===== src/design/dcrl_pkg.sv =====
// ----------------------------------------------------------------------------
// dcrl_pkg
// Types, register indexes and reset values of the drive command rate limiter.
// ----------------------------------------------------------------------------
package dcrl_pkg;

  localparam int DELAY_DEPTH_DEF = 5;

  localparam int CFG_IDX_W  = 3;
  localparam int CFG_DATA_W = 16;

  // Register indexes
  localparam logic [CFG_IDX_W-1:0] REG_MAX_ACCEL      = 3'd0;
  localparam logic [CFG_IDX_W-1:0] REG_MAX_DECEL      = 3'd1;
  localparam logic [CFG_IDX_W-1:0] REG_ACCEL_GAIN     = 3'd2;
  localparam logic [CFG_IDX_W-1:0] REG_MAX_STEER_RATE = 3'd3;
  localparam logic [CFG_IDX_W-1:0] REG_STEER_DEADBAND = 3'd4;

  // Reset values
  localparam logic [14:0] MAX_ACCEL_RST      = 15'd1923;
  localparam logic [14:0] MAX_DECEL_RST      = 15'd2115;
  localparam logic [15:0] ACCEL_GAIN_RST     = 16'd549;
  localparam logic [14:0] MAX_STEER_RATE_RST = 15'd13107;
  localparam logic [9:0]  STEER_DEADBAND_RST = 10'd2;

  // Gain product is scaled down by 2^10
  localparam int GAIN_SHIFT = 10;

  typedef struct packed {
    logic signed [15:0] desired_speed;
    logic signed [15:0] desired_steer;
    logic signed [15:0] measured_speed;
    logic signed [15:0] measured_steer;
  } in_t;

  typedef struct packed {
    logic signed [15:0] accel_cmd;
    logic signed [15:0] steer_rate_cmd;
  } out_t;

endpackage


===== src/design/drive_command_rate_limiter_core.sv =====
// ----------------------------------------------------------------------------
// drive_command_rate_limiter_core
// Proportional speed controller with a delayed steering command.
//
//   channel | ports                        | payload
//   --------+------------------------------+-----------------------------
//   input   | in_valid, in_stall, in_data  | speeds and steering angles
//   output  | out_valid, out_stall, out_data | accel and steer-rate command
//   config  | cfg_we, cfg_idx, cfg_wdata   | five control registers
//
// One item per cycle sustained while the output is not stalled; a result
// passes through the stage 1 registers and the output register. Stage 1 does
// the gain multiply and the delay-line memory read/write; stage 2 clamps,
// selects and loads the output register. Reset is synchronous; it clears the
// pipeline valids, pointer and entry valids and loads the register reset values.
// in_stall is high throughout reset; after that it rises only when both stages are full and the output is stalled.
// ----------------------------------------------------------------------------
module drive_command_rate_limiter_core #(
  parameter int DELAY_DEPTH = dcrl_pkg::DELAY_DEPTH_DEF
) (
  input  logic                                clk,
  input  logic                                rst_n,
  input  logic                                in_valid,
  output logic                                in_stall,
  input  dcrl_pkg::in_t                       in_data,
  output logic                                out_valid,
  input  logic                                out_stall,
  output dcrl_pkg::out_t                      out_data,
  input  logic                                cfg_we,
  input  logic [dcrl_pkg::CFG_IDX_W-1:0]      cfg_idx,
  input  logic [dcrl_pkg::CFG_DATA_W-1:0]     cfg_wdata
);

  localparam int PTR_W = (DELAY_DEPTH > 1) ? $clog2(DELAY_DEPTH) : 1;

  // Control registers
  logic [14:0] max_accel_r;
  logic [14:0] max_decel_r;
  logic [15:0] accel_gain_r;
  logic [14:0] max_steer_rate_r;
  logic [9:0]  steer_deadband_r;

  always_ff @(posedge clk) begin
    if (!rst_n) begin
      max_accel_r      <= dcrl_pkg::MAX_ACCEL_RST;
      max_decel_r      <= dcrl_pkg::MAX_DECEL_RST;
      accel_gain_r     <= dcrl_pkg::ACCEL_GAIN_RST;
      max_steer_rate_r <= dcrl_pkg::MAX_STEER_RATE_RST;
      steer_deadband_r <= dcrl_pkg::STEER_DEADBAND_RST;
    end else if (cfg_we) begin
      case (cfg_idx)
        dcrl_pkg::REG_MAX_ACCEL:      max_accel_r      <= cfg_wdata[14:0];
        dcrl_pkg::REG_MAX_DECEL:      max_decel_r      <= cfg_wdata[14:0];
        dcrl_pkg::REG_ACCEL_GAIN:     accel_gain_r     <= cfg_wdata[15:0];
        dcrl_pkg::REG_MAX_STEER_RATE: max_steer_rate_r <= cfg_wdata[14:0];
        dcrl_pkg::REG_STEER_DEADBAND: steer_deadband_r <= cfg_wdata[9:0];
        default: ;
      endcase
    end
  end

  // Handshake
  logic s1_vld_r, s1_vld_nxt;
  logic out_vld_r, out_vld_nxt;
  logic in_xfer, advance;

  assign advance  = !out_vld_r || !out_stall;
  assign in_stall = !rst_n || (s1_vld_r && !advance);
  assign in_xfer  = in_valid && !in_stall;

  // Delay line pointer
  logic [PTR_W-1:0] ptr_r, ptr_nxt;

  always_comb begin
    ptr_nxt = ptr_r;
    if (in_xfer) begin
      if (ptr_r == PTR_W'(DELAY_DEPTH - 1)) ptr_nxt = '0;
      else                                  ptr_nxt = ptr_r + PTR_W'(1);
    end
  end

  logic signed [15:0] delayed;

  dcrl_steer_mem #(
    .DEPTH (DELAY_DEPTH),
    .PTR_W (PTR_W)
  ) u_steer_mem (
    .clk    (clk),
    .rst_n  (rst_n),
    .acc_en (in_xfer),
    .ptr    (ptr_r),
    .wdata  (in_data.desired_steer),
    .rdata  (delayed)
  );

  // Stage 1: speed error and gain product
  logic signed [16:0] err;
  logic signed [33:0] prod;
  logic signed [33:0] prod_r;
  logic               err_pos_r;
  logic               mspd_pos_r;
  logic               mspd_neg_r;
  logic signed [15:0] msteer_r;

  assign err  = {in_data.desired_speed[15], in_data.desired_speed}
              - {in_data.measured_speed[15], in_data.measured_speed};
  assign prod = err * $signed({1'b0, accel_gain_r});

  always_ff @(posedge clk) begin
    if (in_xfer) begin
      prod_r     <= prod;
      err_pos_r  <= !err[16] && (err != 17'sd0);
      mspd_pos_r <= !in_data.measured_speed[15] && (in_data.measured_speed != 16'sd0);
      mspd_neg_r <= in_data.measured_speed[15];
      msteer_r   <= in_data.measured_steer;
    end
  end

  // Stage 2: clamp, braking select, steering deadband
  logic signed [33:0] p_shr;
  logic signed [33:0] lim;
  logic signed [15:0] p_clamp;
  logic signed [15:0] acc;
  logic signed [16:0] d;
  logic        [16:0] mag;
  logic signed [15:0] rate;
  dcrl_pkg::out_t     res;

  assign p_shr = prod_r >>> dcrl_pkg::GAIN_SHIFT;  // floor
  assign lim   = $signed({19'd0, max_accel_r});

  always_comb begin
    if (p_shr > lim)       p_clamp = $signed({1'b0, max_accel_r});
    else if (p_shr < -lim) p_clamp = -$signed({1'b0, max_accel_r});
    else                   p_clamp = p_shr[15:0];

    // Moving forward, a non-positive error brakes at full rate; moving backward, a positive error does
    if (mspd_pos_r)      acc = err_pos_r ? p_clamp : -$signed({1'b0, max_decel_r});
    else if (mspd_neg_r) acc = err_pos_r ? $signed({1'b0, max_decel_r}) : p_clamp;
    else                 acc = p_clamp;
  end

  assign d   = {delayed[15], delayed} - {msteer_r[15], msteer_r};
  assign mag = d[16] ? 17'(-d) : 17'(d);

  always_comb begin
    if (mag > {7'd0, steer_deadband_r})
      rate = d[16] ? -$signed({1'b0, max_steer_rate_r}) : $signed({1'b0, max_steer_rate_r});
    else
      rate = 16'sd0;
    res.accel_cmd      = acc;
    res.steer_rate_cmd = rate;
  end

  // Pipeline valids
  always_comb begin
    s1_vld_nxt  = s1_vld_r;
    out_vld_nxt = out_vld_r;
    if (advance) begin
      out_vld_nxt = s1_vld_r;
      s1_vld_nxt  = 1'b0;
    end
    if (in_xfer) s1_vld_nxt = 1'b1;
  end

  always_ff @(posedge clk) begin
    if (!rst_n) begin
      s1_vld_r  <= 1'b0;
      out_vld_r <= 1'b0;
      ptr_r     <= '0;
    end else begin
      s1_vld_r  <= s1_vld_nxt;
      out_vld_r <= out_vld_nxt;
      ptr_r     <= ptr_nxt;
    end
  end

  dcrl_pkg::out_t out_data_r;

  always_ff @(posedge clk) begin
    if (advance && s1_vld_r) begin
      out_data_r <= res;
    end
  end

  assign out_valid = out_vld_r;
  assign out_data  = out_data_r;

endmodule


===== src/design/dcrl_steer_mem.sv =====
// ----------------------------------------------------------------------------
// dcrl_steer_mem
// Steering delay line held as a circular buffer in a synchronous memory.
// Read-first: the entry leaving the line is read while the new angle is
// written at the same address. Per-entry valid bits make unwritten entries
// read as zero after reset.
// ----------------------------------------------------------------------------
module dcrl_steer_mem #(
  parameter int DEPTH = dcrl_pkg::DELAY_DEPTH_DEF,
  parameter int PTR_W = 3
) (
  input  logic                clk,
  input  logic                rst_n,
  input  logic                acc_en,
  input  logic [PTR_W-1:0]    ptr,
  input  logic signed [15:0]  wdata,
  output logic signed [15:0]  rdata
);

  logic signed [15:0] mem [DEPTH];
  logic [DEPTH-1:0]   valid_r;
  logic signed [15:0] rd_r;
  logic               rd_vld_r;

  always_ff @(posedge clk) begin
    if (acc_en) begin
      rd_r     <= mem[ptr];
      mem[ptr] <= wdata;
    end
  end

  always_ff @(posedge clk) begin
    if (!rst_n) begin
      valid_r  <= '0;
      rd_vld_r <= 1'b0;
    end else if (acc_en) begin
      rd_vld_r       <= valid_r[ptr];
      valid_r[ptr]   <= 1'b1;
    end
  end

  assign rdata = rd_vld_r ? rd_r : 16'sd0;

endmodule


===== config.mk =====
export PLATFORM = sky130hd
export DESIGN_NAME = drive_command_rate_limiter_core
export DESIGN_NICKNAME = d
export VERILOG_FILES = /design/src/design/dcrl_pkg.sv /design/src/design/drive_command_rate_limiter_core.sv /design/src/design/dcrl_steer_mem.sv
export SDC_FILE = /design/constraint.sdc
export NUM_CORES = 1
export LEC_CHECK = 0
export BUFFER_PORTS_ARGS = -buffer_cell sky130_fd_sc_hd__buf_2
export CELL_PAD_IN_SITES_DETAIL_PLACEMENT = 1
export CELL_PAD_IN_SITES_GLOBAL_PLACEMENT = 1
export CORE_MARGIN = 2
export CORE_UTILIZATION = 42
export CTS_BUF_LIST = sky130_fd_sc_hd__clkbuf_8
export CTS_CLUSTER_DIAMETER = 100
export CTS_CLUSTER_SIZE = 16
export DETAILED_ROUTE_END_ITERATION = 6
export PLACE_DENSITY = 0.8
export SYNTH_ARGS = -nofsm -noshare
export SYNTH_HDL_FRONTEND = slang
export SYNTH_SLANG_ARGS = --single-unit

===== constraint.sdc =====
create_clock -name clk -period 24.6 [get_ports clk]
set_input_delay 3.69 -clock clk [delete_from_list [all_inputs] [get_ports clk]]
set_output_delay 3.69 -clock clk [all_outputs]
set_load 0.03 [all_outputs]

==> summary.txt, run 1 <==
H-tree levels: 1
drt via density: 5.362
Avg Cell Area, Syn: 9.561 sq um
Slew Limit Headroom: 20.57%
async set or reset register ratio after synthesis: 0%
Slew @ Worst Pin: 1187 ps
Final Hold Fails: 0
VDD IR max: 0.00008697 V
RePlAce Congestion: 0.8807
global routing's busiest layer: met2
Final min period: 12220 ps
Post-Route WL: 66000 microns
GRT met2 Usage: 40.47%
GRT Overall Usage: 22.51%
CTS tree: yes
Pwr Density: 95.09 nW/um^2
Yosys warnings: 0
final setup margin: 12380 ps
most used cell, CP: fa_1
register area share after synthesis: 28.03%
Area Overhead vs Synth: 7.410%
Critical Path AT: 12530 ps
die height: 243.9 microns
first-pass GRT wire length: 107600 microns
Synth Register Bits: 253
fmax: 81.84 MHz
cell family with most CP delay: adder cells
synth top area cells: fa_1 23%, edfxtp_1 21%, ha_1 9.4%
Final Util: 45.88%
layout net count: 3143
share of layout cells above drive strength 1: 8.952%
CTS Buf Count: 20
Post-synth EDFFs: 171
First-pass DRT Iterations: 7
Worst-path clk slew: 110 ps
core box area: 56600 sq um
DP HPWL: 51270 microns
largest net degree at the start of global routing: 85
GRT Residual Overflow: 0
fillers: 6515
Worst Hold Class: flop to flop
Tcrit/Tclk final: 49.67%
die area: 59500 sq um
final setup violation count: 0
crit-path max cell delay: 660 ps
area leader, netlist: fa_1
Die Wd: 243.9 microns
Root Buffer: clkbuf_8
Distinct cells, synth: 81
Vias: 18080
status: completed
RSZ-0062 raised after global routing: no
IO Port Bufs: 121
sum of negative setup slack: 0 ps
vias in the first global route: 20380
io pins: 122
P_leak: 11.56 nW
cells after synthesis: 2529
net count after synthesis: 3071
Mapped Area: 24180 sq um
post_cts resized: 0
Avg WL per Cell: 19.57 microns
Req. time, crit path: 24910 ps
CTS max path bufs: 3
1st-iter DRT viols: 1008
number of max-cap violations: 0
Top FF cell, synth: edfxtp_1
CP max FO: 25
row cnt: 87
initial antenna violation count: 3
Crit Path Category: input port to flop
DR DRC count: 0
Slew Viols, Final: 0
Hold-fix buffers, CTS: 0
clk sinks: 253
post-synth top area share: 22.60%
Setup crit end kind: flop
CP max stage cell: fa_1
CP bufs+invs: 5
Startpoint Class: input port
global routing usage on met1: 28.25%
Setup Buffers After CTS: 0
pre-CTS setup slack: 11830 ps
clk_lat worst skew: 600 ps
M3 GR Usage: 2.941%
ANT nets after route: 0
Starting Density: 42.72%
Layout Skew: 41.94 ps
[worst paths after layout]
kind                         end  depth (start not counted)  slack, ps                start
min reg2reg  steer_deadband_r[8]                          2        480  steer_deadband_r[8]
max reg2reg           prod_r[33]                         21      16950      accel_gain_r[9]
min          steer_deadband_r[8]                          2        480  steer_deadband_r[8]
max                   prod_r[33]                         33      12380          in_data[16]
[worst register-to-register path: stages, from the launching register on]
cell,delay (ps)
dfxtp_1,1030
nand2_1,240
fa_1,540
fa_1,440
fa_1,550
inv_1,50
fa_1,460
fa_1,550
inv_1,60
fa_1,530
inv_1,40
ha_1,340
a21o_1,180
a21oi_1,150
nor2b_1,80
a2111oi_2,640
o31ai_1,290
a41oi_1,430
o21ai_1,200
a41o_1,310
nor4_1,190
a311oi_1,80
[cells in the mapped netlist (all sizes together) (20+ instances only)]
library cell,number
inv,429
nand2,335
fa,273
ha,181
edfxtp,171
and2,148
a21oi,101
nor2,90
clkbuf,86
dfxtp,82
o21ai,77
xnor2,57
a21boi,54
nor2b,43
nand3,40
nor3,37
xor2,26
a21o,23
mux2i,23
o21a,22
a22oi,20
[sequential cells by signal, summed over array words and instances, names as in the netlist]
name and cells:
u_steer_mem.rd_vld_r 1, ptr_r 3, u_steer_mem.rd_r 16, steer_deadband_r 10
err_pos_r 1, out_valid 1, msteer_r 16, u_steer_mem.mem 80
max_steer_rate_r 15, s1_vld_r 1, mspd_neg_r 1, mspd_pos_r 1
max_accel_r 15, u_steer_mem.valid_r 5, max_decel_r 15, out_data 32
accel_gain_r 16, prod_r 24
[per-layer routing]
layer / routed length (microns) / share of wire, %
met5: 24 / 0.036
met4: 1788 / 2.7
met3: 2873 / 4.4
met2: 33530 / 51
met1: 27770 / 42
[layout make-up]
type	count	area [sq um]	share of cell area, %
Multi-Input combinational cell	1751	15480	59.62
Sequential cell	253	6777	26.09
Clock inverter	14	67.56	0.2602
Tap cell	756	945.9	3.642
Inverter	429	1610	6.200
Antenna cell	2	5.005	0.01927
Timing Repair Buffer	146	793.3	3.054
Clock buffer	21	289.0	1.113
[cells in the final DEF, fill, tap and decap left out, types with 35 or more instances in the layout]
master,n
fa_1,273
nand2_1,334
and2_1,148
ha_1,181
edfxtp_1,171
nor2_1,89
nand3_1,40
o21ai_0,70
buf_2,121
nor2b_1,43
a21boi_0,52
a21oi_1,91
inv_1,440
xnor2_1,56
nor3_1,35
dfxtp_1,82
[stage by stage]
step / area (sq um) / hold WS, ps / power, mW / cells
2_1_floorplan: 24180 / 440.0 / 1.801 / 2529
3_3_place_gp: 25610 / 447.5 / 2.122 / 3335
3_5_place_dp: 25610 / 459.8 / 2.253 / 3335
4_1_cts: 25970 / 483.9 / 2.487 / 3370
5_1_grt: 25970 / 510.0 / 2.722 / 3371
6_report: 25970 / 481.1 / 2.470 / 3372
[power by group]
group | switching [mW] | total (mW) | internal, mW
Clock | 0.147 | 0.228 | 0.0811
Sequential | 0.0361 | 0.606 | 0.570
Combinational | 0.959 | 1.64 | 0.676
[cells by family (layout without fill, tap and decap cells)]
| kind of cell | count (synthesis) | count (layout) | share of synthesized area [%] |
|---|---|---|---|
| AOI/OAI and AO/OA | 392 | 392 | 10.91 |
| and+or+nand+nor | 778 | 778 | 15.64 |
| muxes | 42 | 42 | 2.070 |
| adders and majority gates | 456 | 456 | 32.05 |
| DFF | 253 | 253 | 28.03 |
| buffers and inverters | 525 | 610 | 8.290 |
| other | 0 | 2 | 0 |
| xor gates and xnor gates | 83 | 83 | 3.006 |
Note: power is estimated with default switching activity, not from simulation.
==> run 2, diff against run 1 <==
Clock period 24.6 ns to 11.7 ns, I/O delays scaled along.
==> summary.txt, run 2 (synthesis gave the netlist of run 1 again) <==
GRT Overall Usage: 22.59% (was 22.51%)
Largest register FFs: 80 (unchanged)
final setup violation count: 0 (unchanged)
Critical Path AT: 10410 ps (was 12530 ps)
GRT Residual Overflow: 0 (unchanged)
Starting Density: 42.72% (unchanged)
most used cell, CP: fa_1 (unchanged)
post_cts resized: 0 (unchanged)
Req. time, crit path: 12000 ps (was 24910 ps)
first-pass GRT wire length: 107700 microns (was 107600 microns)
Die Wd: 243.9 microns (unchanged)
Final Hold Fails: 0 (unchanged)
Startpoint Class: input port (unchanged)
Layout Skew: 60.18 ps (was 41.94 ps)
Worst-path clk slew: 100 ps (was 110 ps)
Setup crit end kind: flop (unchanged)
Hold-fix buffers, CTS: 0 (unchanged)
Slew @ Worst Pin: 1149 ps (was 1187 ps)
row cnt: 87 (unchanged)
sum of negative setup slack: 0 ps (unchanged)
First-pass DRT Iterations: 5 (was 7)
IO Port Bufs: 121 (unchanged)
clk_lat worst skew: 610 ps (was 600 ps)
Pwr Density: 201.4 nW/um^2 (was 95.09 nW/um^2)
Vias: 18270 (was 18080)
Crit Path Category: input port to flop (unchanged)
Root Buffer: clkbuf_8 (unchanged)
final setup margin: 1587 ps (was 12380 ps)
layout net count: 3150 (was 3143)
ANT nets after route: 0 (unchanged)
CTS tree: yes (unchanged)
Post-Route WL: 66340 microns (was 66000 microns)
clk sinks: 253 (unchanged)
H-tree levels: 1 (unchanged)
Slew Viols, Final: 0 (unchanged)
core box area: 56600 sq um (unchanged)
VDD IR max: 0.0001880 V (was 0.00008697 V)
CP max FO: 25 (unchanged)
number of max-cap violations: 0 (unchanged)
most common cell after layout, fill and taps aside: inv_1 (unchanged)
worst setup path end: prod_r[33] (unchanged)
Reg with most FFs: u_steer_mem.mem (unchanged)
pre-CTS setup slack: 1002 ps (was 11830 ps)
Final min period: 10110 ps
Crit Reg-Reg Endpoint: prod_r[33] (unchanged)
CTS max path bufs: 3 (unchanged)
most frequent cells in the layout: 440 x inv_1, 334 x nand2_1, 273 x fa_1, 181 x ha_1, 171 x edfxtp_1 (unchanged)
Worst Setup SP: in_data[16] (unchanged)
RePlAce Congestion: 0.8659 (was 0.8807)
share of layout cells above drive strength 1: 9.264% (was 8.952%)
Tcrit/Tclk final: 86.44%
reg2reg start: accel_gain_r[8] (was accel_gain_r[9])
R2R depth: 23 (was 21)
Avg WL per Cell: 19.63 microns (was 19.57 microns)
Slew Limit Headroom: 23.27% (was 20.57%)
CP max stage cell: fa_1 (unchanged)
Reg2Reg Setup Slack: 4220 ps (was 16950 ps)
initial antenna violation count: 2 (was 3)
drt via density: 5.404 (was 5.362)
Worst Hold Class: flop to flop (unchanged)
P_leak: 11.59 nW (was 11.56 nW)
Area Overhead vs Synth: 7.705% (was 7.410%)
1st-iter DRT viols: 963 (was 1008)
largest net degree at the start of global routing: 85 (unchanged)
crit-path max cell delay: 660 ps (about the same)
RSZ-0062 raised after global routing: no (unchanged)
fmax: 98.88 MHz
die area: 59500 sq um (unchanged)
die height: 243.9 microns (unchanged)
DP HPWL: 51380 microns (was 51270 microns)
DR DRC count: 0 (unchanged)
Setup Buffers After CTS: 0 (unchanged)
CTS Buf Count: 21 (was 20)
vias in the first global route: 20500 (was 20380)
io pins: 122 (unchanged)
status: completed (unchanged)
[run 2: worst min path at each step]
stage                      startpoint                endpoint  slack [ps]  cells past startpoint
2_1_floorplan  u_steer_mem.valid_r[0]  u_steer_mem.valid_r[0]         440                      1
3_3_place_gp   u_steer_mem.valid_r[3]  u_steer_mem.valid_r[3]         450                      1
3_5_place_dp   u_steer_mem.valid_r[4]  u_steer_mem.valid_r[4]         460                      1
4_1_cts           steer_deadband_r[8]     steer_deadband_r[8]         480                      2
5_1_grt        u_steer_mem.valid_r[3]  u_steer_mem.valid_r[3]         500                      1
6_report          steer_deadband_r[8]     steer_deadband_r[8]         480                      2
[run 2: layout make-up]
class                   count  area (sq um)
fillers                  6540         30560
multi-input cells        1751         15480
flip-flops and latches    253          6777
inverters                 429          1610
well taps                 756         945.9
repair buffers            152         838.3
clock buffers              21         289.0
clock inverters            17         96.34
diodes                      1         2.502
[run 2: metrics by stage]
stage,total power [mW],hold WS (ps),cell area (sq um),instances,util (%)
floorplan,3.787,440.0,24180,2529,-
global placement,4.509,448.0,25650,3341,45.32
detailed placement,4.779,459.3,25650,3341,45.32
CTS,5.298,477.8,26040,3379,46.00
global route,5.784,496.1,26040,3379,46.00
finish,5.245,476.0,26040,3380,46.01
[run 2: critical path: cells and delay by family]
| kind | cells | cell delay (ps) |
|---|---|---|
| buf+inv | 5 | 430 |
| compound gates | 15 | 3260 |
| fa+ha+maj | 9 | 4270 |
| simple gates | 4 | 680 |
[run 2: power by group]
part,leakage [nW],switching [mW],internal (mW)
logic,9.12,2.03,1.44
clock network,0.233,0.322,0.177
registers,2.24,0.0749,1.20
total,11.6,2.43,2.82
[run 2: layer usage]
metal  part of all wire [%]  wire (microns)  vias to the layer above  GRT usage [%]
met2                     50           33300                      442          40.41
met4                    2.8            1876                        2          6.815
met5                  0.020              13                        -              0
met3                    5.1            3397                      131          2.897
li1                       -               -                     8393              -
met1                     42           27760                     9298          28.41
